--- config.mk ---
export PLATFORM = sky130hd
export DESIGN_NAME = quad_vertex_projector
export DESIGN_NICKNAME = d
export VERILOG_FILES = /design/src/rtl/qvp_pkg.sv /design/src/rtl/qvp_mul.sv /design/src/rtl/qvp_div.sv /design/src/rtl/quad_vertex_projector.sv
export SDC_FILE = /design/constraint.sdc
export NUM_CORES = 2
export LEC_CHECK = 0
export BUFFER_PORTS_ARGS = -buffer_cell sky130_fd_sc_hd__buf_2
export CAP_MARGIN = 20
export CORE_MARGIN = 5
export CORE_UTILIZATION = 55
export CTS_CLUSTER_DIAMETER = 200
export CTS_CLUSTER_SIZE = 14
export DETAILED_ROUTE_END_ITERATION = 12
export MAX_ROUTING_LAYER = met4
export PLACE_DENSITY = 0.72
export RECOVER_POWER = 50
export SLEW_MARGIN = 40
export SYNTH_ARGS = -nofsm -noshare
export SYNTH_HDL_FRONTEND = slang
export SYNTH_SLANG_ARGS = --single-unit
--- constraint.sdc ---
create_clock -name clk -period 7.78 [get_ports clk]
set_input_delay 1.556 -clock clk [delete_from_list [all_inputs] [get_ports clk]]
set_output_delay 1.556 -clock clk [all_outputs]
set_load 0.05 [all_outputs]
--- src/rtl/qvp_pkg.sv ---
// Shared constants, command codes and unit status type for the quad vertex projector.
// No dependencies; every other file in rtl/ imports this package.
package qvp_pkg;

    localparam int WORD_W      = 32;
    localparam int DIGIT_W     = 8;
    localparam int DIGITS      = WORD_W / DIGIT_W;
    localparam int TABLE_WORDS = 12;
    localparam int SCREEN_W    = 13;
    localparam int KEY_W       = 16;
    localparam int SUM_W       = 18;
    localparam int DEPTH_SHIFT = 6;
    localparam int SCREEN_LIMIT = 2048;

    localparam int HALF_SCREEN_WIDTH_DEF  = 160;
    localparam int HALF_SCREEN_HEIGHT_DEF = 112;
    localparam int DEPTH_LIMIT_DEF        = 50000;

    localparam logic CMD_LOAD   = 1'b0;
    localparam logic CMD_VERTEX = 1'b1;

    localparam logic [1:0] ROW_W = 2'd0;
    localparam logic [1:0] ROW_X = 2'd1;
    localparam logic [1:0] ROW_Y = 2'd2;

    localparam logic [1:0] TERM_LAST = 2'd2;

    typedef struct packed {
        logic busy;
        logic done;
    } unit_status_t;

endpackage

--- src/rtl/qvp_mul.sv ---
// Digit-serial multiplier keeping the low 32 bits of a*b, one 8-bit digit of b per cycle.
// Depends on qvp_pkg.
module qvp_mul (
    input  logic                       clk,
    input  logic                       rst_n,
    input  logic                       start,
    input  logic [qvp_pkg::WORD_W-1:0] a,
    input  logic [qvp_pkg::WORD_W-1:0] b,
    output qvp_pkg::unit_status_t      status,
    output logic [qvp_pkg::WORD_W-1:0] product
);
    import qvp_pkg::*;

    localparam int CNT_W = $clog2(DIGITS);

    logic [WORD_W-1:0] a_reg, a_next;
    logic [WORD_W-1:0] b_reg, b_next;
    logic [WORD_W-1:0] acc_reg, acc_next;
    logic [CNT_W-1:0]  cnt_reg, cnt_next;
    logic              busy_reg, busy_next;
    logic              done_reg, done_next;
    logic [WORD_W+DIGIT_W-1:0] partial;

    // One digit partial product, truncated to the word
    assign partial = a_reg * b_reg[DIGIT_W-1:0];

    // Load on start, then shift one digit per cycle
    always_comb
    begin
        a_next    = a_reg;
        b_next    = b_reg;
        acc_next  = acc_reg;
        cnt_next  = cnt_reg;
        busy_next = busy_reg;
        done_next = 1'b0;
        if (start)
        begin
            a_next    = a;
            b_next    = b;
            acc_next  = '0;
            cnt_next  = '0;
            busy_next = 1'b1;
        end
        else if (busy_reg)
        begin
            acc_next = acc_reg + partial[WORD_W-1:0];
            a_next   = a_reg << DIGIT_W;
            b_next   = b_reg >> DIGIT_W;
            cnt_next = cnt_reg + 1'b1;
            if (cnt_reg == CNT_W'(DIGITS - 1))
            begin
                busy_next = 1'b0;
                done_next = 1'b1;
            end
        end
    end

    always_ff @(posedge clk or negedge rst_n)
    begin
        if (!rst_n)
        begin
            busy_reg <= 1'b0;
            done_reg <= 1'b0;
            cnt_reg  <= '0;
        end
        else
        begin
            busy_reg <= busy_next;
            done_reg <= done_next;
            cnt_reg  <= cnt_next;
        end
    end

    always_ff @(posedge clk)
    begin
        a_reg   <= a_next;
        b_reg   <= b_next;
        acc_reg <= acc_next;
    end

    assign status.busy = busy_reg;
    assign status.done = done_reg;
    assign product     = acc_reg;

endmodule

--- src/rtl/qvp_div.sv ---
// Bit-serial restoring divider: signed numerator over positive divisor, truncating.
// Depends on qvp_pkg.
module qvp_div (
    input  logic                       clk,
    input  logic                       rst_n,
    input  logic                       start,
    input  logic [qvp_pkg::WORD_W-1:0] num,
    input  logic [qvp_pkg::WORD_W-1:0] den,
    output qvp_pkg::unit_status_t      status,
    output logic [qvp_pkg::WORD_W-1:0] quotient
);
    import qvp_pkg::*;

    localparam int CNT_W = $clog2(WORD_W);

    logic [WORD_W-1:0] rem_reg, rem_next;
    logic [WORD_W-1:0] q_reg, q_next;
    logic [WORD_W-1:0] den_reg, den_next;
    logic              neg_reg, neg_next;
    logic [CNT_W-1:0]  cnt_reg, cnt_next;
    logic              busy_reg, busy_next;
    logic              done_reg, done_next;
    logic [WORD_W:0]   rem_sh;
    logic [WORD_W:0]   rem_sub;

    assign rem_sh  = {rem_reg, q_reg[WORD_W-1]};
    assign rem_sub = rem_sh - {1'b0, den_reg};

    // Take the magnitude, then one quotient bit per cycle
    always_comb
    begin
        rem_next  = rem_reg;
        q_next    = q_reg;
        den_next  = den_reg;
        neg_next  = neg_reg;
        cnt_next  = cnt_reg;
        busy_next = busy_reg;
        done_next = 1'b0;
        if (start)
        begin
            neg_next  = num[WORD_W-1];
            q_next    = num[WORD_W-1] ? (~num + 1'b1) : num;
            rem_next  = '0;
            den_next  = den;
            cnt_next  = '0;
            busy_next = 1'b1;
        end
        else if (busy_reg)
        begin
            if (!rem_sub[WORD_W])
            begin
                rem_next = rem_sub[WORD_W-1:0];
                q_next   = {q_reg[WORD_W-2:0], 1'b1};
            end
            else
            begin
                rem_next = rem_sh[WORD_W-1:0];
                q_next   = {q_reg[WORD_W-2:0], 1'b0};
            end
            cnt_next = cnt_reg + 1'b1;
            if (cnt_reg == CNT_W'(WORD_W - 1))
            begin
                busy_next = 1'b0;
                done_next = 1'b1;
            end
        end
    end

    always_ff @(posedge clk or negedge rst_n)
    begin
        if (!rst_n)
        begin
            busy_reg <= 1'b0;
            done_reg <= 1'b0;
            cnt_reg  <= '0;
        end
        else
        begin
            busy_reg <= busy_next;
            done_reg <= done_next;
            cnt_reg  <= cnt_next;
        end
    end

    always_ff @(posedge clk)
    begin
        rem_reg <= rem_next;
        q_reg   <= q_next;
        den_reg <= den_next;
        neg_reg <= neg_next;
    end

    assign status.busy = busy_reg;
    assign status.done = done_reg;
    assign quotient    = neg_reg ? (~q_reg + 1'b1) : q_reg;

endmodule

--- src/rtl/quad_vertex_projector.sv ---
// Top level of the quad vertex projector: matrix store, sequencer, quad tracking.
// Depends on qvp_pkg, qvp_mul and qvp_div.
//
// Usage: one input channel (in_valid/in_ready) carries either a matrix load
// (cmd = load, coef_index, coef_value) or a vertex (cmd = vertex, vertex_x/y/z).
// A load transaction writes one of twelve matrix words and gives no result;
// an index above eleven is dropped. A vertex transaction gives one result
// transaction on the output channel (out_valid/out_ready): screen position,
// vertex pass flag and, on every fourth vertex, the quad flags and depth key.
// A vertex takes eleven 32-bit products on one digit-serial multiplier at 8
// bits per cycle and two bit-serial dividers run side by side. A vertex with
// non-positive w skips the projection and the divides. One vertex is worked
// on at a time.
// The result sits in an output register; a new item is accepted while it
// waits, and the finished next result holds until out_ready frees the
// register. Reset clears the matrix, the quad position, depth sum and
// failure flag, and empties the output register.
module quad_vertex_projector #(
    parameter int HALF_SCREEN_WIDTH  = qvp_pkg::HALF_SCREEN_WIDTH_DEF,
    parameter int HALF_SCREEN_HEIGHT = qvp_pkg::HALF_SCREEN_HEIGHT_DEF,
    parameter int DEPTH_LIMIT        = qvp_pkg::DEPTH_LIMIT_DEF
) (
    input  logic                              clk,
    input  logic                              rst_n,
    input  logic                              in_valid,
    output logic                              in_ready,
    input  logic                              cmd,
    input  logic [3:0]                        coef_index,
    input  logic signed [qvp_pkg::WORD_W-1:0] coef_value,
    input  logic signed [qvp_pkg::WORD_W-1:0] vertex_x,
    input  logic signed [qvp_pkg::WORD_W-1:0] vertex_y,
    input  logic signed [qvp_pkg::WORD_W-1:0] vertex_z,
    output logic                              out_valid,
    input  logic                              out_ready,
    output logic signed [qvp_pkg::SCREEN_W-1:0] screen_x,
    output logic signed [qvp_pkg::SCREEN_W-1:0] screen_y,
    output logic                              vertex_ok,
    output logic                              quad_done,
    output logic                              quad_ok,
    output logic [qvp_pkg::KEY_W-1:0]         depth_key
);
    import qvp_pkg::*;

    localparam logic [WORD_W-1:0] SCALE_X = WORD_W'(HALF_SCREEN_WIDTH);
    localparam logic [WORD_W-1:0] SCALE_Y = WORD_W'(0 - HALF_SCREEN_HEIGHT);
    localparam int DEPTH_W = WORD_W - DEPTH_SHIFT;
    localparam logic [DEPTH_W-1:0] DEPTH_MAX = DEPTH_W'(DEPTH_LIMIT);
    localparam logic signed [WORD_W-1:0] LIM_HI = WORD_W'(SCREEN_LIMIT);
    localparam logic signed [WORD_W-1:0] LIM_LO = WORD_W'(0 - SCREEN_LIMIT);

    typedef enum logic [4:0] {
        S_IDLE  = 5'b00001,
        S_MUL   = 5'b00010,
        S_SCALE = 5'b00100,
        S_DIV   = 5'b01000,
        S_OUT   = 5'b10000
    } state_t;

    state_t state_reg, state_next;

    logic [WORD_W-1:0] coef_reg [TABLE_WORDS];
    logic [WORD_W-1:0] vx_reg, vy_reg, vz_reg;
    logic [1:0]        row_reg, row_next;
    logic [1:0]        term_reg, term_next;
    logic              launch_reg, launch_next;
    logic              sel_reg, sel_next;
    logic              div_go_reg, div_go_next;
    logic              wpos_reg, wpos_next;
    logic [WORD_W-1:0] sum_reg, sum_next;
    logic [WORD_W-1:0] w_reg, w_next;
    logic [WORD_W-1:0] rx_reg, rx_next;
    logic [WORD_W-1:0] ry_reg, ry_next;
    logic [WORD_W-1:0] nx_reg, nx_next;
    logic [WORD_W-1:0] ny_reg, ny_next;

    logic [1:0]        pos_reg;
    logic [SUM_W-1:0]  dsum_reg;
    logic              rej_reg;

    logic                      out_valid_reg;
    logic signed [SCREEN_W-1:0] sx_reg, sy_reg;
    logic                      vok_reg, qdone_reg, qok_reg;
    logic [KEY_W-1:0]          key_reg;

    logic [3:0]        rd_idx;
    logic [WORD_W-1:0] vsel;
    logic              mul_start;
    logic [WORD_W-1:0] mul_a, mul_b, mul_p;
    unit_status_t      mul_st, divx_st, divy_st;
    logic [WORD_W-1:0] qx, qy;
    logic [WORD_W-1:0] row_val;
    logic              accept, load_wr, out_free, finish;
    logic [DEPTH_W-1:0] depth;
    logic              ok;
    logic [SUM_W-1:0]  dsum_add;

    assign accept   = in_valid && in_ready;
    assign load_wr  = accept && (cmd == CMD_LOAD) && (coef_index < 4'(TABLE_WORDS));
    assign out_free = !out_valid_reg || out_ready;
    assign finish   = (state_reg == S_OUT) && out_free;
    assign in_ready = (state_reg == S_IDLE);

    // Select the column term and vertex component for the current product
    assign rd_idx  = {row_reg, term_reg} + 4'd1;
    assign row_val = sum_reg + mul_p;

    always_comb
    begin
        case (term_reg)
            2'd0:    vsel = vx_reg;
            2'd1:    vsel = vy_reg;
            default: vsel = vz_reg;
        endcase
    end

    assign mul_start = launch_reg && ((state_reg == S_MUL) || (state_reg == S_SCALE));
    assign mul_a = (state_reg == S_SCALE) ? (sel_reg ? ry_reg : rx_reg) : coef_reg[rd_idx];
    assign mul_b = (state_reg == S_SCALE) ? (sel_reg ? SCALE_Y : SCALE_X) : vsel;

    qvp_mul u_mul (
        .clk     (clk),
        .rst_n   (rst_n),
        .start   (mul_start),
        .a       (mul_a),
        .b       (mul_b),
        .status  (mul_st),
        .product (mul_p)
    );

    qvp_div u_div_x (
        .clk      (clk),
        .rst_n    (rst_n),
        .start    (div_go_reg),
        .num      (nx_reg),
        .den      (w_reg),
        .status   (divx_st),
        .quotient (qx)
    );

    qvp_div u_div_y (
        .clk      (clk),
        .rst_n    (rst_n),
        .start    (div_go_reg),
        .num      (ny_reg),
        .den      (w_reg),
        .status   (divy_st),
        .quotient (qy)
    );

    // Sequence row sums, scale products and divides
    always_comb
    begin
        state_next  = state_reg;
        row_next    = row_reg;
        term_next   = term_reg;
        launch_next = 1'b0;
        sel_next    = sel_reg;
        div_go_next = 1'b0;
        wpos_next   = wpos_reg;
        sum_next    = sum_reg;
        w_next      = w_reg;
        rx_next     = rx_reg;
        ry_next     = ry_reg;
        nx_next     = nx_reg;
        ny_next     = ny_reg;
        unique case (state_reg)
            S_IDLE:
            begin
                if (accept && (cmd == CMD_VERTEX))
                begin
                    row_next    = ROW_W;
                    term_next   = 2'd0;
                    sum_next    = coef_reg[0];
                    launch_next = 1'b1;
                    state_next  = S_MUL;
                end
            end
            S_MUL:
            begin
                if (mul_st.done)
                begin
                    sum_next = row_val;
                    if (term_reg == TERM_LAST)
                    begin
                        term_next = 2'd0;
                        if (row_reg == ROW_W)
                        begin
                            w_next    = row_val;
                            wpos_next = !row_val[WORD_W-1] && (row_val != '0);
                            if (!row_val[WORD_W-1] && (row_val != '0))
                            begin
                                row_next    = ROW_X;
                                sum_next    = coef_reg[4];
                                launch_next = 1'b1;
                            end
                            else
                            begin
                                state_next = S_OUT;
                            end
                        end
                        else if (row_reg == ROW_X)
                        begin
                            rx_next     = row_val;
                            row_next    = ROW_Y;
                            sum_next    = coef_reg[8];
                            launch_next = 1'b1;
                        end
                        else
                        begin
                            ry_next     = row_val;
                            sel_next    = 1'b0;
                            launch_next = 1'b1;
                            state_next  = S_SCALE;
                        end
                    end
                    else
                    begin
                        term_next   = term_reg + 2'd1;
                        launch_next = 1'b1;
                    end
                end
            end
            S_SCALE:
            begin
                if (mul_st.done)
                begin
                    if (!sel_reg)
                    begin
                        nx_next     = mul_p;
                        sel_next    = 1'b1;
                        launch_next = 1'b1;
                    end
                    else
                    begin
                        ny_next     = mul_p;
                        div_go_next = 1'b1;
                        state_next  = S_DIV;
                    end
                end
            end
            S_DIV:
            begin
                if (divx_st.done)
                begin
                    state_next = S_OUT;
                end
            end
            S_OUT:
            begin
                if (out_free)
                begin
                    state_next = S_IDLE;
                end
            end
            default:
            begin
                state_next = S_IDLE;
            end
        endcase
    end

    // Range checks on the finished vertex
    assign depth = w_reg[WORD_W-1:DEPTH_SHIFT];
    assign ok = wpos_reg &&
                ($signed(qx) >= LIM_LO) && ($signed(qx) <= LIM_HI) &&
                ($signed(qy) >= LIM_LO) && ($signed(qy) <= LIM_HI) &&
                (depth <= DEPTH_MAX);
    assign dsum_add = dsum_reg + depth[SUM_W-1:0];

    always_ff @(posedge clk or negedge rst_n)
    begin
        if (!rst_n)
        begin
            state_reg     <= S_IDLE;
            launch_reg    <= 1'b0;
            div_go_reg    <= 1'b0;
            pos_reg       <= '0;
            dsum_reg      <= '0;
            rej_reg       <= 1'b0;
            out_valid_reg <= 1'b0;
            for (int i = 0; i < TABLE_WORDS; i++)
            begin
                coef_reg[i] <= '0;
            end
        end
        else
        begin
            state_reg  <= state_next;
            launch_reg <= launch_next;
            div_go_reg <= div_go_next;
            // Store a matrix word
            if (load_wr)
            begin
                coef_reg[coef_index] <= coef_value;
            end
            // Close the vertex and advance the quad
            if (finish)
            begin
                out_valid_reg <= 1'b1;
                if (pos_reg == 2'd3)
                begin
                    pos_reg  <= '0;
                    dsum_reg <= '0;
                    rej_reg  <= 1'b0;
                end
                else
                begin
                    pos_reg <= pos_reg + 2'd1;
                    if (ok)
                    begin
                        dsum_reg <= dsum_add;
                    end
                    else
                    begin
                        rej_reg <= 1'b1;
                    end
                end
            end
            // Drop the result once taken
            else if (out_valid_reg && out_ready)
            begin
                out_valid_reg <= 1'b0;
            end
        end
    end

    // Hold datapath and result payload
    always_ff @(posedge clk)
    begin
        row_reg  <= row_next;
        term_reg <= term_next;
        sel_reg  <= sel_next;
        wpos_reg <= wpos_next;
        sum_reg  <= sum_next;
        w_reg    <= w_next;
        rx_reg   <= rx_next;
        ry_reg   <= ry_next;
        nx_reg   <= nx_next;
        ny_reg   <= ny_next;
        if (accept)
        begin
            vx_reg <= vertex_x;
            vy_reg <= vertex_y;
            vz_reg <= vertex_z;
        end
        if (finish)
        begin
            sx_reg    <= ok ? qx[SCREEN_W-1:0] : '0;
            sy_reg    <= ok ? qy[SCREEN_W-1:0] : '0;
            vok_reg   <= ok;
            qdone_reg <= (pos_reg == 2'd3);
            qok_reg   <= (pos_reg == 2'd3) && !rej_reg && ok;
            key_reg   <= ((pos_reg == 2'd3) && !rej_reg && ok) ?
                         (KEY_W'(16'hFFFF) - dsum_add[SUM_W-1:2]) : '0;
        end
    end

    assign out_valid = out_valid_reg;
    assign screen_x  = sx_reg;
    assign screen_y  = sy_reg;
    assign vertex_ok = vok_reg;
    assign quad_done = qdone_reg;
    assign quad_ok   = qok_reg;
    assign depth_key = key_reg;

`ifndef ASSERT_OFF
    a_div_no_mul: assert property (@(posedge clk) disable iff (!rst_n)
        (state_reg == S_DIV) |-> !mul_st.busy)
        else $error("multiplier busy during divide");
    a_div_pair: assert property (@(posedge clk) disable iff (!rst_n)
        divx_st.done == divy_st.done)
        else $error("dividers out of step");
    a_qok_done: assert property (@(posedge clk) disable iff (!rst_n)
        (out_valid && quad_ok) |-> (quad_done && vertex_ok))
        else $error("quad pass without quad close");
    a_reject_zero: assert property (@(posedge clk) disable iff (!rst_n)
        (out_valid && !vertex_ok) |-> ((screen_x == '0) && (screen_y == '0)))
        else $error("rejected vertex with screen position");
`endif

endmodule
==> report_table.html <==
<table>
<tr><th>Metric</th><th>Value</th></tr>
<tr><th colspan="2">Setup path</th></tr>
<tr><td>Critical Path Start</td><td>div_go_reg</td></tr>
<tr><td>Largest driver fanout on the critical path</td><td>94</td></tr>
<tr><td>Startpoint type of the worst setup path</td><td>flop</td></tr>
<tr><td>Top cell by count, worst path</td><td>clkbuf_1</td></tr>
<tr><td>Cell with the largest stage delay on the worst path</td><td>clkbuf_1</td></tr>
<tr><td>Arrival @ worst endpoint</td><td>6870 ps</td></tr>
<tr><td>Worst EP required</td><td>8200 ps</td></tr>
<tr><td>Critical path start-end classification</td><td>flop to flop</td></tr>
<tr><td>Crit path largest cell delay</td><td>2580 ps</td></tr>
<tr><td>Launch instance of the worst register-to-register path</td><td>div_go_reg</td></tr>
<tr><td>Cell class contributing the biggest share of worst-path delay</td><td>buffers and inverters</td></tr>
<tr><td>CP Cell Sequence</td><td>clkbuf_1 -&gt; clkbuf_1 -&gt; mux2_2</td></tr>
<tr><td>Worst Path Buf+Inv</td><td>2</td></tr>
<tr><td>CP endpoint kind</td><td>flop</td></tr>
<tr><th colspan="2">Routing</th></tr>
<tr><td>Final ANT Viol Nets</td><td>0</td></tr>
<tr><td>Via count</td><td>42500</td></tr>
<tr><td>Average detailed-routed wire length per instance</td><td>23.65 um</td></tr>
<tr><td>TritonRoute pass-1 iters</td><td>6</td></tr>
<tr><td>Initial drt markers</td><td>4206</td></tr>
<tr><td>Final wirelength</td><td>162000 um</td></tr>
<tr><td>Per-cell via count in the routed design</td><td>6.205</td></tr>
<tr><td>Remaining DRCs</td><td>0</td></tr>
<tr><th colspan="2">Clocking</th></tr>
<tr><td>Clock slew at the register clock pins of the worst setup and hold paths</td><td>70 ps</td></tr>
<tr><td>Cts bufs inserted</td><td>83</td></tr>
<tr><td>Number of levels the H-tree was split into</td><td>3</td></tr>
<tr><td>Clock sink count</td><td>1027</td></tr>
<tr><td>Root buffer selected by CTS</td><td>clkbuf_16</td></tr>
<tr><td>Clock tree from TritonCTS</td><td>built</td></tr>
<tr><td>Resize count post-CTS</td><td>0</td></tr>
<tr><td>Clock Tree Buf Depth</td><td>3</td></tr>
<tr><td>Total of hold buffers inserted after clock tree synthesis</td><td>0</td></tr>
<tr><td>Insertion delay of the later-clocked pin in the worst-skew pair</td><td>700 ps</td></tr>
<tr><td>Post CTS Setup Buffer Count</td><td>0</td></tr>
<tr><th colspan="2">Placed design</th></tr>
<tr><td>Detail Placement HPWL</td><td>114500 um</td></tr>
<tr><td>Setup slack at placement</td><td>1772 ps</td></tr>
<tr><td>Weighted congestion at the end of routability-driven global placement</td><td>0.9531</td></tr>
<tr><td>Input/output buffers</td><td>183</td></tr>
<tr><th colspan="2">STA</th></tr>
<tr><td>Share of the clock period used by the worst path</td><td>0.8287</td></tr>
<tr><td>Unrepaired setup endpoints after global routing</td><td>no</td></tr>
<tr><td>Total negative setup slack</td><td>0 ps</td></tr>
<tr><td>Worst clock skew</td><td>33.60 ps</td></tr>
<tr><td>Post-route setup slack</td><td>1333 ps</td></tr>
<tr><td>Headroom to the max-slew limit</td><td>-1.439</td></tr>
<tr><td>Minimum period implied by the final worst setup slack</td><td>6447 ps</td></tr>
<tr><td>Fmax</td><td>0.1551 GHz</td></tr>
<tr><td>Final setup vio count</td><td>0</td></tr>
<tr><td>Final count of pins violating max slew</td><td>668</td></tr>
<tr><td>Worst Tran Pin Value</td><td>3659 ps</td></tr>
<tr><td>Final hold violations</td><td>0</td></tr>
<tr><th colspan="2">Die</th></tr>
<tr><td>Die boundary height</td><td>339.4 um</td></tr>
<tr><td>Core Area</td><td>0.1074 sq mm</td></tr>
<tr><td>Initial standard-cell utilization of the core</td><td>0.5559</td></tr>
<tr><td>Standard-cell rows</td><td>120</td></tr>
<tr><td>Die area</td><td>0.1152 sq mm</td></tr>
<tr><td>Number of I/O pins</td><td>184</td></tr>
<tr><td>Die extent in x</td><td>339.4 um</td></tr>
<tr><th colspan="2">GRT</th></tr>
<tr><td>Number of global-route vias before repair</td><td>42040</td></tr>
<tr><td>All-layer global routing usage</td><td>0.2862</td></tr>
<tr><td>Maximum number of pins on one net before global-route repair</td><td>101</td></tr>
<tr><td>GRT Residual Overflow</td><td>0</td></tr>
<tr><td>Wire length of the first global-routing pass</td><td>251400 um</td></tr>
<tr><td>Number of antenna violations at the first check in global routing</td><td>14</td></tr>
<tr><th colspan="2">Synth</th></tr>
<tr><td>Synth unique cells</td><td>92</td></tr>
<tr><td>Top_reg_cell synth</td><td>edfxtp_1</td></tr>
<tr><td>Share of synthesized area occupied by flip-flops and latches</td><td>0.4646</td></tr>
<tr><td>Number of warning messages in the yosys log</td><td>0</td></tr>
<tr><td>Number of synthesized register bits</td><td>1027</td></tr>
<tr><td>Synth Cell Area</td><td>0.05968 sq mm</td></tr>
<tr><td>Cell accounting for the most synthesized area</td><td>edfxtp_1</td></tr>
<tr><td>Biggest area contributors in the synthesized netlist</td><td>edfxtp_1 (25%), dfrtp_1 (18%), mux2_2 (7.3%), fa_1 (6.4%), mux4_2 (3.6%)</td></tr>
<tr><td>Synthesized area per cell</td><td>11.16 sq um</td></tr>
<tr><td>Number of synthesized flops with an enable pin</td><td>501</td></tr>
<tr><td>Most numerous cell in the Yosys netlist</td><td>edfxtp_1</td></tr>
<tr><td>Commonest cells in the synthesized netlist</td><td>edfxtp_1 (501), nand2_1 (440), dfrtp_1 (429), mux2_2 (388), inv_1 (362)</td></tr>
<tr><td>Async set-reset flop share out of synthesis</td><td>0.4187</td></tr>
<tr><td>Total nets after synthesis</td><td>5841</td></tr>
<tr><td>Post-synth top area share</td><td>0.2521</td></tr>
<tr><td>Cells after Synth</td><td>5346</td></tr>
<tr><th colspan="2">Job</th></tr>
<tr><td># Max-Cap Violations</td><td>14</td></tr>
<tr><th colspan="2">Final layout</th></tr>
<tr><td>Max FFs per register</td><td>384</td></tr>
<tr><td>Proportion of layout cells with a drive suffix above 1</td><td>0.1576</td></tr>
<tr><td>Fraction of the core area covered by cells at the end of the flow</td><td>0.6002</td></tr>
<tr><td>Area growth from synthesis to layout</td><td>7.969%</td></tr>
<tr><td>Layout net count</td><td>5876</td></tr>
<tr><td>Layout filler cell count</td><td>8768</td></tr>
<tr><th colspan="2">Min path</th></tr>
<tr><td>Startpoint of the worst hold path</td><td>w_reg[4]</td></tr>
<tr><td>HP Class</td><td>flop to flop</td></tr>
<tr><th colspan="2">Run status</th></tr>
<tr><td>Status</td><td>finished, violations left</td></tr>
<tr><td>Violations in the final reports</td><td>max-capacitance violations, max-slew violations</td></tr>
<tr><th colspan="2">Power and ir drop</th></tr>
<tr><td>Static Leak</td><td>27.59 nW</td></tr>
<tr><td>Maximum vdd ir drop</td><td>0.2126 mV</td></tr>
<tr><td>Power density cells</td><td>151.7 mW/mm^2</td></tr>
</table>
## worst paths after layout
kind	slack (ps)	to	depth (start not counted)
max in group asynchronous	1880	u_mul.busy_reg	3
min in group asynchronous	770	u_div_y.cnt_reg[4]	1
worst max register to register	1330	u_div_x.q_reg[21]	3
worst max-delay path	1330	u_div_x.q_reg[21]	3
worst min register to register	430	u_div_x.den_reg[4]	0
worst min-delay path	430	u_div_x.den_reg[4]	0
## power breakdown
group,switching (mW),internal [mW],leakage (nW)
Clock,1.98,2.03,1.15
Combinational,0.0850,0.0302,15.3
Sequential,0.0000000000000000635,5.65,11.1
## layer usage
metal,global-route usage,up-vias,part of all wire
li1,-,19340,-
met1,0.3892,21210,0.42
met2,0.4395,1628,0.46
met3,0.04463,328,0.073
met4,0.1075,0,0.043
met5,-,-,0
## kinds of logic (layout without fill, tap and decap cells)
group                    Yosys count  in the layout  synth area share
AO/OA/AOI/OAI                   1008           1008            0.1120
XOR/XNOR                         229            229           0.03361
AND/OR/NAND/NOR                 1435           1435            0.1187
buffers and inverters            696            783           0.04451
adder cells (fa/ha/maj)          358            358           0.09895
flip-flops                      1027           1027            0.4646
other                              0             14                 0
multiplexers                     593            593            0.1277
## metrics by stage
stage,total power [mW],hold WS (ps),cells,cell area (sq um)
finish,9.773,425.3,6850,64440
global route,10.06,440.8,6848,64430
CTS,9.850,426.4,6831,64550
detailed placement,5.889,410.8,6694,62140
global placement,5.882,409.1,6688,61990
floorplan,5.788,400.3,5346,59680
## cell usage in the layout, fill, tap and decap left out, types with 61 or more instances in the layout
master / instances
a21o_1: 73
a21oi_1: 219
and2_1: 152
buf_2: 125
buf_4: 61
clkbuf_1: 128
clkbuf_16: 84
dfrtp_1: 429
dfxtp_1: 96
edfxtp_1: 501
fa_1: 190
ha_1: 167
inv_1: 361
mux2_2: 388
mux2i_1: 109
mux4_2: 96
nand2_1: 440
nand3_1: 129
nor2_1: 317
o21ai_0: 251
xnor2_1: 102
xor2_1: 120
## layout make-up
cell class | count | area, sq um | area share
sequential | 1027 | 27730 | 0.4303
clock buffer | 131 | 2278 | 0.03536
timing repair buffer | 280 | 1597 | 0.02478
multi-input combinational | 3623 | 29540 | 0.4585
clock inverter | 6 | 127.6 | 0.001981
antenna | 14 | 35.03 | 0.0005437
tap | 1403 | 1755 | 0.02724
inverter | 366 | 1375 | 0.02134
(Power assumes the default switching activity.)
